File: src/design/xts_aes_sector_crypt_macros.svh
// Assertion helpers used by the top-level engine file to check behaviour.
`ifndef XTS_AES_SECTOR_CRYPT_MACROS_SVH
`define XTS_AES_SECTOR_CRYPT_MACROS_SVH

// Same-cycle implication, disabled while in reset.
`define XTS_ASSERT_IMP(lbl, clk, rstn, ante, cons, msg) \
    lbl: assert property (@(posedge clk) disable iff (!(rstn)) (ante) |-> (cons)) \
        else $error(msg);

// Next-cycle implication, disabled while in reset.
`define XTS_ASSERT_NXT(lbl, clk, rstn, ante, cons, msg) \
    lbl: assert property (@(posedge clk) disable iff (!(rstn)) (ante) |=> (cons)) \
        else $error(msg);

`endif

File: src/design/xts_pkg.sv
`timescale 1ns / 1ps
package xts_pkg;

    localparam int BLOCKS_PER_SECTOR = 32;
    localparam logic [7:0] GF_REDUCTION = 8'h87;

    // Configuration register indexes
    localparam logic [1:0] CFG_DATA_KEY_LO  = 2'd0;
    localparam logic [1:0] CFG_DATA_KEY_HI  = 2'd1;
    localparam logic [1:0] CFG_TWEAK_KEY_LO = 2'd2;
    localparam logic [1:0] CFG_TWEAK_KEY_HI = 2'd3;

    // Datapath operations
    localparam logic [3:0] OP_NONE      = 4'd0;
    localparam logic [3:0] OP_LOAD_ITEM = 4'd1;
    localparam logic [3:0] OP_TW_LOAD   = 4'd2;
    localparam logic [3:0] OP_ROUND_ENC = 4'd3;
    localparam logic [3:0] OP_TW_STORE  = 4'd4;
    localparam logic [3:0] OP_SKIP_STEP = 4'd5;
    localparam logic [3:0] OP_KEY_INIT  = 4'd6;
    localparam logic [3:0] OP_KEY_FWD   = 4'd7;
    localparam logic [3:0] OP_DLOAD_ENC = 4'd8;
    localparam logic [3:0] OP_DLOAD_DEC = 4'd9;
    localparam logic [3:0] OP_ROUND_DEC = 4'd10;
    localparam logic [3:0] OP_FINISH    = 4'd11;

    localparam logic [3:0] LAST_ROUND = 4'd10;

    typedef struct packed {
        logic [3:0] op;
        logic [3:0] rnd;
    } xts_cmd_t;

    typedef struct packed {
        logic       encrypt;
        logic       run_start;
        logic       regenerate;
        logic [4:0] skip;
        logic       out_free;
    } xts_stat_t;

    typedef logic [7:0] byte_table_t [256];

    function automatic logic [7:0] rotl8(input logic [7:0] x, input int n);
        logic [15:0] d;
        d = {x, x} << n;
        return d[15:8];
    endfunction

    function automatic logic [7:0] xt(input logic [7:0] a);
        return {a[6:0], 1'b0} ^ (a[7] ? 8'h1b : 8'h00);
    endfunction

    // Walk the multiplicative group with generator 3 and its inverse.
    function automatic byte_table_t make_sbox();
        byte_table_t t;
        logic [7:0]  p;
        logic [7:0]  q;
        logic [7:0]  x;
        p = 8'h01;
        q = 8'h01;
        for (int i = 0; i < 255; i++) begin
            p = p ^ xt(p);
            q = q ^ {q[6:0], 1'b0};
            q = q ^ {q[5:0], 2'b0};
            q = q ^ {q[3:0], 4'b0};
            if (q[7]) q = q ^ 8'h09;
            x = q ^ rotl8(q, 1) ^ rotl8(q, 2) ^ rotl8(q, 3) ^ rotl8(q, 4);
            t[p] = x ^ 8'h63;
        end
        t[0] = 8'h63;
        return t;
    endfunction

    function automatic byte_table_t make_inv_sbox();
        byte_table_t s;
        byte_table_t t;
        s = make_sbox();
        for (int i = 0; i < 256; i++) begin
            t[s[i]] = 8'(i);
        end
        return t;
    endfunction

    localparam byte_table_t SBOX     = make_sbox();
    localparam byte_table_t INV_SBOX = make_inv_sbox();

    function automatic logic [7:0] rcon(input logic [3:0] n);
        logic [7:0] r;
        case (n)
            4'd1:    r = 8'h01;
            4'd2:    r = 8'h02;
            4'd3:    r = 8'h04;
            4'd4:    r = 8'h08;
            4'd5:    r = 8'h10;
            4'd6:    r = 8'h20;
            4'd7:    r = 8'h40;
            4'd8:    r = 8'h80;
            4'd9:    r = 8'h1b;
            4'd10:   r = 8'h36;
            default: r = 8'h00;
        endcase
        return r;
    endfunction

    function automatic logic [31:0] key_core(input logic [31:0] w, input logic [7:0] rc);
        logic [31:0] r;
        r = {w[7:0], w[31:24], w[23:16], w[15:8]};
        for (int j = 0; j < 4; j++) r[8*j +: 8] = SBOX[r[8*j +: 8]];
        r[7:0] = r[7:0] ^ rc;
        return r;
    endfunction

    function automatic logic [127:0] key_expand(input logic [127:0] k, input logic [7:0] rc);
        logic [127:0] n;
        n[31:0]   = k[31:0] ^ key_core(k[127:96], rc);
        n[63:32]  = k[63:32] ^ n[31:0];
        n[95:64]  = k[95:64] ^ n[63:32];
        n[127:96] = k[127:96] ^ n[95:64];
        return n;
    endfunction

    function automatic logic [127:0] key_inverse(input logic [127:0] k, input logic [7:0] rc);
        logic [127:0] p;
        p[127:96] = k[127:96] ^ k[95:64];
        p[95:64]  = k[95:64] ^ k[63:32];
        p[63:32]  = k[63:32] ^ k[31:0];
        p[31:0]   = k[31:0] ^ key_core(p[127:96], rc);
        return p;
    endfunction

    function automatic logic [127:0] enc_round(input logic [127:0] s, input logic [127:0] rk,
                                               input logic last);
        logic [127:0] t;
        logic [127:0] m;
        logic [7:0]   a0, a1, a2, a3;
        for (int c = 0; c < 4; c++)
            for (int r = 0; r < 4; r++)
                t[8*(c*4+r) +: 8] = SBOX[s[8*(((c+r)%4)*4+r) +: 8]];
        for (int c = 0; c < 4; c++) begin
            a0 = t[8*(c*4)   +: 8];
            a1 = t[8*(c*4+1) +: 8];
            a2 = t[8*(c*4+2) +: 8];
            a3 = t[8*(c*4+3) +: 8];
            m[8*(c*4)   +: 8] = xt(a0) ^ xt(a1) ^ a1 ^ a2 ^ a3;
            m[8*(c*4+1) +: 8] = a0 ^ xt(a1) ^ xt(a2) ^ a2 ^ a3;
            m[8*(c*4+2) +: 8] = a0 ^ a1 ^ xt(a2) ^ xt(a3) ^ a3;
            m[8*(c*4+3) +: 8] = xt(a0) ^ a0 ^ a1 ^ a2 ^ xt(a3);
        end
        return (last ? t : m) ^ rk;
    endfunction

    function automatic logic [127:0] dec_round(input logic [127:0] s, input logic [127:0] rk,
                                               input logic mix);
        logic [127:0] t;
        logic [127:0] m;
        logic [7:0]   a [4];
        logic [7:0]   x2 [4];
        logic [7:0]   x4 [4];
        logic [7:0]   x8 [4];
        logic [7:0]   m9 [4];
        logic [7:0]   m11 [4];
        logic [7:0]   m13 [4];
        logic [7:0]   m14 [4];
        for (int c = 0; c < 4; c++)
            for (int r = 0; r < 4; r++)
                t[8*(((c+r)%4)*4+r) +: 8] = INV_SBOX[s[8*(c*4+r) +: 8]];
        t = t ^ rk;
        for (int c = 0; c < 4; c++) begin
            for (int j = 0; j < 4; j++) begin
                a[j]   = t[8*(c*4+j) +: 8];
                x2[j]  = xt(a[j]);
                x4[j]  = xt(x2[j]);
                x8[j]  = xt(x4[j]);
                m9[j]  = x8[j] ^ a[j];
                m11[j] = x8[j] ^ x2[j] ^ a[j];
                m13[j] = x8[j] ^ x4[j] ^ a[j];
                m14[j] = x8[j] ^ x4[j] ^ x2[j];
            end
            m[8*(c*4)   +: 8] = m14[0] ^ m11[1] ^ m13[2] ^ m9[3];
            m[8*(c*4+1) +: 8] = m9[0] ^ m14[1] ^ m11[2] ^ m13[3];
            m[8*(c*4+2) +: 8] = m13[0] ^ m9[1] ^ m14[2] ^ m11[3];
            m[8*(c*4+3) +: 8] = m11[0] ^ m13[1] ^ m9[2] ^ m14[3];
        end
        return mix ? m : t;
    endfunction

    // One doubling in GF(2^128), little-endian.
    function automatic logic [127:0] gf_double(input logic [127:0] t);
        return {t[126:0], 1'b0} ^ {120'b0, (t[127] ? GF_REDUCTION : 8'h00)};
    endfunction

    // One sector's worth of doublings: multiply by x^32.
    function automatic logic [127:0] gf_mul_sector(input logic [127:0] t);
        logic [31:0] h;
        logic [38:0] c;
        h = t[127:96];
        c = {h, 7'b0} ^ {5'b0, h, 2'b0} ^ {6'b0, h, 1'b0} ^ {7'b0, h};
        return {t[95:0], 32'b0} ^ {89'b0, c};
    endfunction

endpackage

File: src/design/xts_ctrl.sv
`timescale 1ns / 1ps
module xts_ctrl
    import xts_pkg::*;
(
    input  logic      aclk,
    input  logic      aresetn,
    input  logic      in_valid,
    output logic      in_ready,
    input  xts_stat_t stat,
    output xts_cmd_t  cmd
);

    localparam logic [3:0] ST_IDLE  = 4'd0;
    localparam logic [3:0] ST_START = 4'd1;
    localparam logic [3:0] ST_TWK   = 4'd2;
    localparam logic [3:0] ST_TWST  = 4'd3;
    localparam logic [3:0] ST_SKIP  = 4'd4;
    localparam logic [3:0] ST_DLOAD = 4'd5;
    localparam logic [3:0] ST_DENC  = 4'd6;
    localparam logic [3:0] ST_KEYX  = 4'd7;
    localparam logic [3:0] ST_DDEC0 = 4'd8;
    localparam logic [3:0] ST_DDEC  = 4'd9;
    localparam logic [3:0] ST_FIN   = 4'd10;

    logic [3:0] state_reg, state_next;
    logic [3:0] rnd_reg, rnd_next;
    logic [4:0] cnt_reg, cnt_next;

    assign in_ready = (state_reg == ST_IDLE);

    always_comb begin
        state_next = state_reg;
        rnd_next   = rnd_reg;
        cnt_next   = cnt_reg;
        cmd.op     = OP_NONE;
        cmd.rnd    = rnd_reg;
        case (state_reg)
            ST_IDLE: begin
                if (in_valid) begin
                    cmd.op     = OP_LOAD_ITEM;
                    state_next = ST_START;
                end
            end
            ST_START: begin
                if (stat.run_start && stat.regenerate) begin
                    cmd.op     = OP_TW_LOAD;
                    rnd_next   = 4'd1;
                    state_next = ST_TWK;
                end else begin
                    cnt_next   = stat.run_start ? stat.skip : 5'd0;
                    state_next = ST_SKIP;
                end
            end
            ST_TWK: begin
                cmd.op   = OP_ROUND_ENC;
                rnd_next = rnd_reg + 4'd1;
                if (rnd_reg == LAST_ROUND) state_next = ST_TWST;
            end
            ST_TWST: begin
                cmd.op     = OP_TW_STORE;
                cnt_next   = stat.skip;
                state_next = ST_SKIP;
            end
            ST_SKIP: begin
                if (cnt_reg == 5'd0) begin
                    state_next = ST_DLOAD;
                end else begin
                    cmd.op   = OP_SKIP_STEP;
                    cnt_next = cnt_reg - 5'd1;
                end
            end
            ST_DLOAD: begin
                rnd_next = 4'd1;
                if (stat.encrypt) begin
                    cmd.op     = OP_DLOAD_ENC;
                    state_next = ST_DENC;
                end else begin
                    cmd.op     = OP_KEY_INIT;
                    state_next = ST_KEYX;
                end
            end
            ST_DENC: begin
                cmd.op   = OP_ROUND_ENC;
                rnd_next = rnd_reg + 4'd1;
                if (rnd_reg == LAST_ROUND) state_next = ST_FIN;
            end
            ST_KEYX: begin
                cmd.op   = OP_KEY_FWD;
                rnd_next = rnd_reg + 4'd1;
                if (rnd_reg == LAST_ROUND) state_next = ST_DDEC0;
            end
            ST_DDEC0: begin
                cmd.op     = OP_DLOAD_DEC;
                rnd_next   = LAST_ROUND - 4'd1;
                state_next = ST_DDEC;
            end
            ST_DDEC: begin
                cmd.op   = OP_ROUND_DEC;
                rnd_next = rnd_reg - 4'd1;
                if (rnd_reg == 4'd0) state_next = ST_FIN;
            end
            ST_FIN: begin
                if (stat.out_free) begin
                    cmd.op     = OP_FINISH;
                    state_next = ST_IDLE;
                end
            end
            default: state_next = ST_IDLE;
        endcase
    end

    always_ff @(posedge aclk) begin
        if (!aresetn) begin
            state_reg <= ST_IDLE;
            rnd_reg   <= 4'd0;
            cnt_reg   <= 5'd0;
        end else begin
            state_reg <= state_next;
            rnd_reg   <= rnd_next;
            cnt_reg   <= cnt_next;
        end
    end

endmodule

File: config.mk
export PLATFORM = sky130hd
export DESIGN_NAME = xts_ctrl
export DESIGN_NICKNAME = d
export VERILOG_FILES = /design/src/design/xts_aes_sector_crypt_macros.svh /design/src/design/xts_pkg.sv /design/src/design/xts_ctrl.sv
export SDC_FILE = /design/constraint.sdc
export NUM_CORES = 1
export LEC_CHECK = 0
export BUFFER_PORTS_ARGS = -buffer_cell sky130_fd_sc_hd__buf_2
export CORE_AREA = 5 5 50 52
export DETAILED_ROUTE_END_ITERATION = 6
export DIE_AREA = 0 0 55 57
export PLACE_DENSITY = 0.89
export SETUP_SLACK_MARGIN = 0.05
export SYNTH_ARGS = -nofsm -noshare
export SYNTH_HDL_FRONTEND = slang
export SYNTH_SLANG_ARGS = --single-unit
File: constraint.sdc
create_clock -name aclk -period 2.9 [get_ports aclk]
set_input_delay 0.29 -clock aclk [delete_from_list [all_inputs] [get_ports aclk]]
set_output_delay 0.29 -clock aclk [all_outputs]
set_load 0.1 [all_outputs]
==> impl_metrics.toml, run 1 <==
[die]
dieArea_um2 = 3140
fp-row-count = 17
fp.dieH_um = 57
die_w_um = 55
core_um2 = 2060
io_pins = 21
start_util = 0.542

[yosys]
syn-cell-area_um2 = 1120
synth_ff_type = "dfxtp_1"
synth_edf_count = 0
ys_warn_count = 0
synth_largest_area_cell = "dfxtp_1"
synth-seq-cells = 13
ys_async_sr_fraction = 0
synthTopCellsByArea = "dfxtp_1 (23%), a21oi_1 (5.8%), nand3_1 (5.4%), o21ai_0 (4.5%), o21ai_1 (3.6%)"
synth.distinct_cells = 47
synth_seq_area_share = 0.233
synth_top_area_share = 0.233
synth_nets = 164
synth.avg_cell_area_um2 = 7.51
syn_inst = 149

[power]
p_int_uw = 616
pwr-share-clk = 0.073
p_comb_frac = 0.719
powerDensity_nw_per_um2 = 1260
leakage_uw = 0.000516
switchingPower_uw = 950
p_seq_frac = 0.208
total_power_uw = 1570
p_sw_frac = 0.607
peakVddDrop_v = 0.00121

[final_layout]
seq_area_um2 = 260
n_fill_cell = 201
multi_input_area_um2 = 782
syn_to_final_growth_pct = 11.3
drive_above_1_share = 0.224
largest_reg_flops = 5
most-common-layout-cells = "buf_2 (20), a21oi_1 (13), dfxtp_1 (13)"
final_common_cell = "buf_2"
finalNetCount = 181
n_antenna_cell = 0

[detailed_routing]
first_iter_violations = 24
ant_nets = 0
firstDrtPassIters = 5
drc_errors = 0
routedWlPerCell_um = 13.4
vias = 1141
routed_wirelength_mm = 2.58
vias_per_cell = 5.91

[global_route]
grt_pass1_wl_mm = 4.16
track_usage = 0.177
grt-ovfl-total = 0
grt_start_max_net_pins = 26
antenna_found_initial = 0
grt_pass1_vias = 961

[timing]
slew_headroom = 0.569
max_freq_ghz = 0.417
hold_viol_final = 0
setup_viol = 0
fin_setup_tns_ns = 0
fin_ws_ns = 0.500
holdWs_ns = 0.234
period_minus_slack_ns = 2.40
clock-skew-final_ns = 0.00407
rsz0062_at_grt = "no"
drv_slew = 0
tightest_slew_ns = 0.645
fin_crit_sh = 0.828

[place]
post-dp-hpwl_mm = 1.89
io_buffer_count = 20
gp_congestion = 0.802
pre_cts_ws_ns = 0.702

[critical_path]
endpoint_kind = "output port"
endpoint = "cmd[4]"
timing.rr.start = "state_reg[2]"
rr_worst_depth = 7
critPathArrivalTime_ns = 2.11
reg2reg_setup_slack_ns = 0.67
worstPathRequired_ns = 2.61
start_kind = "flip-flop"
startpoint = "state_reg[2]"
critical_path.max_fanout = 22
path_class = "flip-flop to output port"
r2r_end = "rnd_reg[3]"

[clocking]
cts.repair.resized = 0
clk_latency_ns = 0.28
cts_made_buffers = 3
ctsHoldBuffers = 0
clock-sinks = 13
htreeDepth = 1
root_buffer = "clkbuf_4"
cts_tree = "yes"
clk_pin_slew_ns = 0.08
post-cts-setup-buffers = 0
clockBufferDepth = 2

[status]
outcome = "complete, no violations"

[run]
max-cap-violations = 0

[min_path]
hold_class = "input pin to flip-flop"
worst min-delay path by stage:
stage / depth (start not counted) / startpoint / slack, ns / endpoint
6_report: 3 / stat[5] / 0.23 / cnt_reg[4]
3_5_place_dp: 2 / cnt_reg[4] / 0.45 / cnt_reg[4]
5_1_grt: 3 / stat[5] / 0.23 / cnt_reg[4]
4_1_cts: 3 / stat[5] / 0.23 / cnt_reg[4]
3_3_place_gp: 2 / cnt_reg[4] / 0.45 / cnt_reg[4]
2_1_floorplan: 2 / cnt_reg[4] / 0.43 / cnt_reg[4]
final cells by class:
cell class,instances,area share
Inverter,5,0.0151
Clock buffer,4,0.0211
Timing Repair Buffer,23,0.0985
Tap cell,28,0.0281
Sequential cell,13,0.209
Multi-Input combinational cell,120,0.628
power groups by stage:
stage	clock, uW	sequential [uW]	combinational, uW
finish	115	326	1130
global placement	0	322	1110
detailed placement	0	325	1130
CTS	120	322	1130
global route	130	334	1220
floorplan	0	344	948
cell families after synthesis:
group,Yosys count,synth area share
XOR/XNOR,3,0.0235
AND/OR/NAND/NOR,62,0.339
adder cells (fa/ha/maj),3,0.0336
buffers and inverters,16,0.0738
AO/OA/AOI/OAI,51,0.289
flip-flops,13,0.233
multiplexers,1,0.00895
synthesized netlist by cell type (all sizes together), types with 3 or more instances:
cell type,number
o21ai,18
a21oi,15
dfxtp,13
nand3,12
nor2,11
nand2,9
buf,8
nor2b,6
inv,5
nand2b,4
a22oi,3
clkbuf,3
ha,3
nor3b,3
worst max-delay path, stage by stage (launching register included):
cell and delay, ns:
dfxtp_1 0.74, nor4b_4 0.44, nand2_1 0.14, nand2_1 0.08, buf_2 0.42
metrics by stage:
step / util / cell area, um^2 / cells
after floorplan: - / 1120 / 149
after global routing: 0.603 / 1240 / 193
after CTS: 0.603 / 1240 / 193
after detailed placement: 0.591 / 1220 / 189
final: 0.603 / 1240 / 193
after global placement: 0.591 / 1220 / 189
per-layer routing:
layer | wire, um | vias to the layer above | track usage | part of all wire
met5 | 0 | - | 0 | 0
met4 | 46 | 0 | 0.0972 | 0.018
met3 | 155 | 7 | 0.0627 | 0.060
met2 | 1320 | 29 | 0.267 | 0.51
met1 | 1060 | 528 | 0.213 | 0.41
li1 | - | 577 | - | -
Note: power is estimated with default switching activity, not from simulation.
==> run 2: changes to the inputs <==
Settings changed: CORE_AREA 5 5 50 52 to 5 5 52 54, DIE_AREA 0 0 55 57 to 0 0 57 59, PLACE_DENSITY 0.89 to 0.83.
Clock period 2.9 ns to 2.49 ns, I/O delays scaled along.
==> run 2 against run 1 <==
Hold slack worse by 0.035 ns. Global-route usage shrank 0.11 points. Sequential power rose by 5%. Total power increased by 21%. Cell count grew 1.6%. Critical endpoint unchanged.
==> impl_metrics.toml, run 2 (same netlist as run 1, synthesis figures left out) <==
[power]
powerDensity_nw_per_um2 = 1480
leakage_uw = 0.000535
peakVddDrop_v = 0.00139

[timing]
slew_headroom = 0.674
max_freq_ghz = 0.446
rsz0062_at_grt = "no"
clock-skew-final_ns = 0.00779
holdWs_ns = 0.198
fin_setup_tns_ns = 0
hold_viol_final = 0
tightest_slew_ns = 0.492
drv_slew = 0
fin_crit_sh = 0.900
period_minus_slack_ns = 2.24
setup_viol = 0

[global_route]
grt_start_max_net_pins = 24
grt_pass1_wl_mm = 4.75
track_usage = 0.176
grt-ovfl-total = 0
grt_pass1_vias = 1071
antenna_found_initial = 0

[clocking]
cts_tree = "yes"
cts_made_buffers = 3
clockBufferDepth = 2
root_buffer = "clkbuf_4"
htreeDepth = 1
cts.repair.resized = 0
clk_pin_slew_ns = 0.09
post-cts-setup-buffers = 0
clock-sinks = 13
clk_latency_ns = 0.29
ctsHoldBuffers = 0

[detailed_routing]
drt-met1-wl_mm = 1.17
drc_errors = 0
vias = 1167
routed_wirelength_mm = 2.73
first_iter_violations = 37
dr_wl_met3_um = 130
top_layer_used = "met4"
vias_per_cell = 5.95
ant_nets = 0
firstDrtPassIters = 4
route.met2.wl_mm = 1.41
routedWlPerCell_um = 13.9

[final_layout]
largest_reg_flops = 5
seq_area_um2 = 260
finalNetCount = 184
n_fill_cell = 224
finalInstanceArea_um2 = 1280
drive_above_1_share = 0.250
fin_util = 0.589
syn_to_final_growth_pct = 14.2
final_common_cell = "buf_2"
multi_input_area_um2 = 792
most-common-layout-cells = "buf_2 (20), dfxtp_1 (13), nand3_1 (12), a21oi_1 (12), o21ai_0 (10)"
n_antenna_cell = 0

[place]
gp_congestion = 0.860
post_dp_cell_area_um2 = 1250
io_buffer_count = 20
post-dp-hpwl_mm = 2.03

[critical_path]
path_class = "flip-flop to output port"
crit_path_cell_trace = "nor4b_4 > nand2_1 > nand2_1 > buf_2"
critPathArrivalTime_ns = 1.99
endpoint_kind = "output port"
slowest_delay_ns = 0.57
crit_top_cell = "nand2_1"
worst-path-buf-inv = 1
critical_path.max_fanout = 13
reg2reg_setup_slack_ns = 0.44
rr_worst_depth = 7
timing.rr.start = "state_reg[2]"
cp_slowest_cell = "dfxtp_1"
start_kind = "flip-flop"
r2r_end = "rnd_reg[3]"
cp_top_family = "simple AND/OR/NAND/NOR gates"
worstPathRequired_ns = 2.24

[status]
outcome = "complete, no violations"

[die]
start_util = 0.516
io_pins = 21
dieArea_um2 = 3360
core_um2 = 2170
fp-row-count = 17
die_w_um = 57
fp.dieH_um = 59

[min_path]
hold_class = "input pin to flip-flop"
hp-start = "stat[5]"
hold_depth = 3
min_to = "cnt_reg[4]"

[run]
max-cap-violations = 0
-- run 2: cell types whose count changed in the layout (fill, tap and decap cells not counted) --
cell	change
a21oi_2	+1
o22ai_1	-1
buf_4	+3
a21oi_1	-1
o22ai_2	+1
-- run 2: where the power goes --
part | switching [uW] | total, uW | internal, uW
registers | 73.4 | 342 | 268
logic | 994 | 1420 | 422
clock network | 76.8 | 139 | 62.3
total | 1140 | 1900 | 753
-- run 2: stage by stage --
step | power [uW] | setup WS [ns] | instances
final | 1900 | 0.249 | 196
after global routing | 2020 | 0.0833 | 196
after CTS | 1900 | 0.251 | 196
after detailed placement | 1750 | 0.465 | 192
after global placement | 1730 | 0.556 | 192
after floorplan | 1520 | -0.190 | 149
-- run 2: worst reg2reg max path, delay by kind of cell (launching register included) --
family                   cells  cell delay [ns]
adder cells (fa/ha/maj)      1             0.36
flip-flops                   1             0.57
AND/OR/NAND/NOR              3             0.52
multiplexers                 1             0.21
AO/OA/AOI/OAI                2             0.29
-- run 2: layout make-up --
class / instances / area share
multi-input cells: 120 / 0.620
flip-flops and latches: 13 / 0.204
repair buffers: 26 / 0.114
well taps: 28 / 0.0274
clock buffers: 4 / 0.0206
inverters: 5 / 0.0147
-- run 2: worst max path at each step --
stage	startpoint	endpoint	slack [ns]	depth (start not counted)
after detailed placement	state_reg[2]	rnd_reg[3]	0.47	7
after CTS	state_reg[2]	cmd[4]	0.25	4
final	state_reg[2]	cmd[4]	0.25	4
after floorplan	state_reg[1]	in_ready	-0.19	3
after global placement	state_reg[2]	rnd_reg[3]	0.56	7
after global routing	state_reg[2]	cmd[5]	0.08	5
-- run 2: layer usage --
layer	vias to the layer above	track usage
met2	34	0.300
met5	-	0
met3	4	0.0370
met1	543	0.219
met4	0	0.0596
li1	586	-
==> run 3: changes to the inputs <==
Settings changed: CORE_AREA 5 5 52 54 to 5 5 54 56, DIE_AREA 0 0 57 59 to 0 0 59 61, PLACE_DENSITY 0.83 to 0.81.
Clock period 2.49 ns to 2.05 ns, I/O delays scaled along.
==> run 3 against run 2 <==
Clock power grew 22%. Clock-buffer cell count unchanged. Cell count is 3.1% higher. Total power is 37% higher. Non-clock buffer count grew 4. Flip-flop and latch count unchanged. Utilization increased by 0.76 points. Critical path depth grew 3.
==> impl_metrics.toml, run 3 (same netlist as run 1, synthesis figures left out) <==
[status]
outcome = "complete, no violations"

[global_route]
grt_pass1_wl_mm = 5.00
antenna_found_initial = 0
grt_pass1_vias = 1114
track_usage = 0.180
grt_start_max_net_pins = 24
grt-ovfl-total = 0

[die]
start_util = 0.469
dieArea_um2 = 3600
fp.dieH_um = 61
die_w_um = 59
io_pins = 21
core_um2 = 2390
fp-row-count = 18

[power]
leakage_uw = 0.000582
peakVddDrop_v = 0.00145
powerDensity_nw_per_um2 = 1830
total_power_uw = 2600

[final_layout]
drive_above_1_share = 0.331
final_common_cell = "buf_2"
syn_to_final_growth_pct = 27.3
largest_reg_flops = 5
most-common-layout-cells = "buf_2 (16), nand3_1 (12), a21oi_1 (12)"
finalNetCount = 188
n_fill_cell = 218
n_antenna_cell = 0

[critical_path]
crit_path_cell_trace = "buf_4 > buf_4 > nand2b_1 > nor2_2 > a31oi_2 > o22ai_4 > buf_12"
endpoint_kind = "output port"
crit_top_cell = "buf_4"
critical_path.max_fanout = 10
start_kind = "flip-flop"
endpoint = "cmd[5]"
cp_slowest_cell = "dfxtp_4"
slowest_delay_ns = 0.38
reg2reg_setup_slack_ns = 0.27
rr_worst_depth = 7
path_class = "flip-flop to output port"
critPathArrivalTime_ns = 1.76
worstPathRequired_ns = 1.85
startpoint = "state_reg[1]"
timing.rr.start = "state_reg[2]"
r2r_end = "cnt_reg[2]"

[min_path]
hold_class = "input pin to flip-flop"

[timing]
hold_viol_final = 0
drv_slew = 0
rsz0062_at_grt = "yes"
clock-skew-final_ns = 0.0131
tightest_slew_ns = 0.487
slew_headroom = 0.678
period_minus_slack_ns = 1.97
setup_viol = 0
fin_crit_sh = 0.960
max_freq_ghz = 0.508
fin_ws_ns = 0.0818

[place]
gp_congestion = 0.809
io_buffer_count = 20
post-dp-hpwl_mm = 2.16
pre_cts_ws_ns = 0.264

[run]
max-cap-violations = 0

[detailed_routing]
vias_per_cell = 5.96
ant_nets = 0
drc_errors = 0
routed_wirelength_mm = 2.97
vias = 1203
routedWlPerCell_um = 14.7
first_iter_violations = 37
firstDrtPassIters = 4

[clocking]
clockBufferDepth = 2
cts_tree = "yes"
cts_made_buffers = 3
clk_latency_ns = 0.29
clock-sinks = 13
htreeDepth = 1
clk_pin_slew_ns = 0.10
root_buffer = "clkbuf_4"
## run 3: changes by cell type in the layout (fill, tap and decap cells not counted), moves of 2 or more
cell,before,now
dfxtp_1,13,10
buf_12,0,4
buf_4,6,10
buf_2,20,16
dfxtp_2,0,2
## run 3: final cells by class
cell class                 count  area [um^2]  share of cell area
inverter                       5         18.8              0.0132
clock buffer                   4         26.3              0.0185
sequential                    13          267               0.187
tap                           30         37.5              0.0264
timing repair buffer          30          235               0.165
multi-input combinational    120          840               0.590
## run 3: critical path, delay by kind of cell (launching register included)
family | cells | cell delay [ns]
compound gates | 2 | 0.28
buf+inv | 3 | 0.54
flops | 1 | 0.38
simple gates | 2 | 0.27
## run 3: layer usage
metal | part of all wire | wire, um | vias to the layer above | GRT usage
met3 | 0.037 | 111 | 8 | 0.0255
met4 | 0.019 | 57 | 0 | 0.0712
met1 | 0.43 | 1290 | 577 | 0.225
met2 | 0.51 | 1510 | 25 | 0.312
li1 | - | - | 593 | -
met5 | 0 | 0 | - | 0
## run 3: worst min-delay path by stage
stage	start	to	depth (start not counted)
after floorplan	stat[5]	cnt_reg[4]	2
after global placement	cnt_reg[4]	cnt_reg[4]	2
after detailed placement	stat[5]	cnt_reg[4]	3
after CTS	stat[5]	cnt_reg[4]	3
after global routing	stat[5]	cnt_reg[4]	3
final	stat[5]	cnt_reg[4]	3
## run 3: power by group
part | internal (uW) | total, uW | switching, uW
Sequential | 334 | 423 | 88.9
Combinational | 724 | 2010 | 1290
Clock | 75.5 | 170 | 94.8
Total | 1130 | 2600 | 1470
## run 3: stage by stage
step,std cells,TNS [ns],util,cell area (um^2),hold WS (ns)
floorplan,149,-0.586,-,1140,0.348
global placement,194,0,0.554,1320,0.441
detailed placement,194,0,0.554,1320,0.452
CTS,198,0,0.574,1370,0.164
global route,202,0,0.596,1420,0.189
finish,202,0,0.596,1420,0.162
## run 3: what timing repair did
item	in CTS	in global routing
hold buffers	0	0
setup buffers	0	4
endpoints found under the hold margin	0	0
cloned	0	0
setup endpoints to repair	3	3
pin swaps	0	2
gates resized for setup	6	7
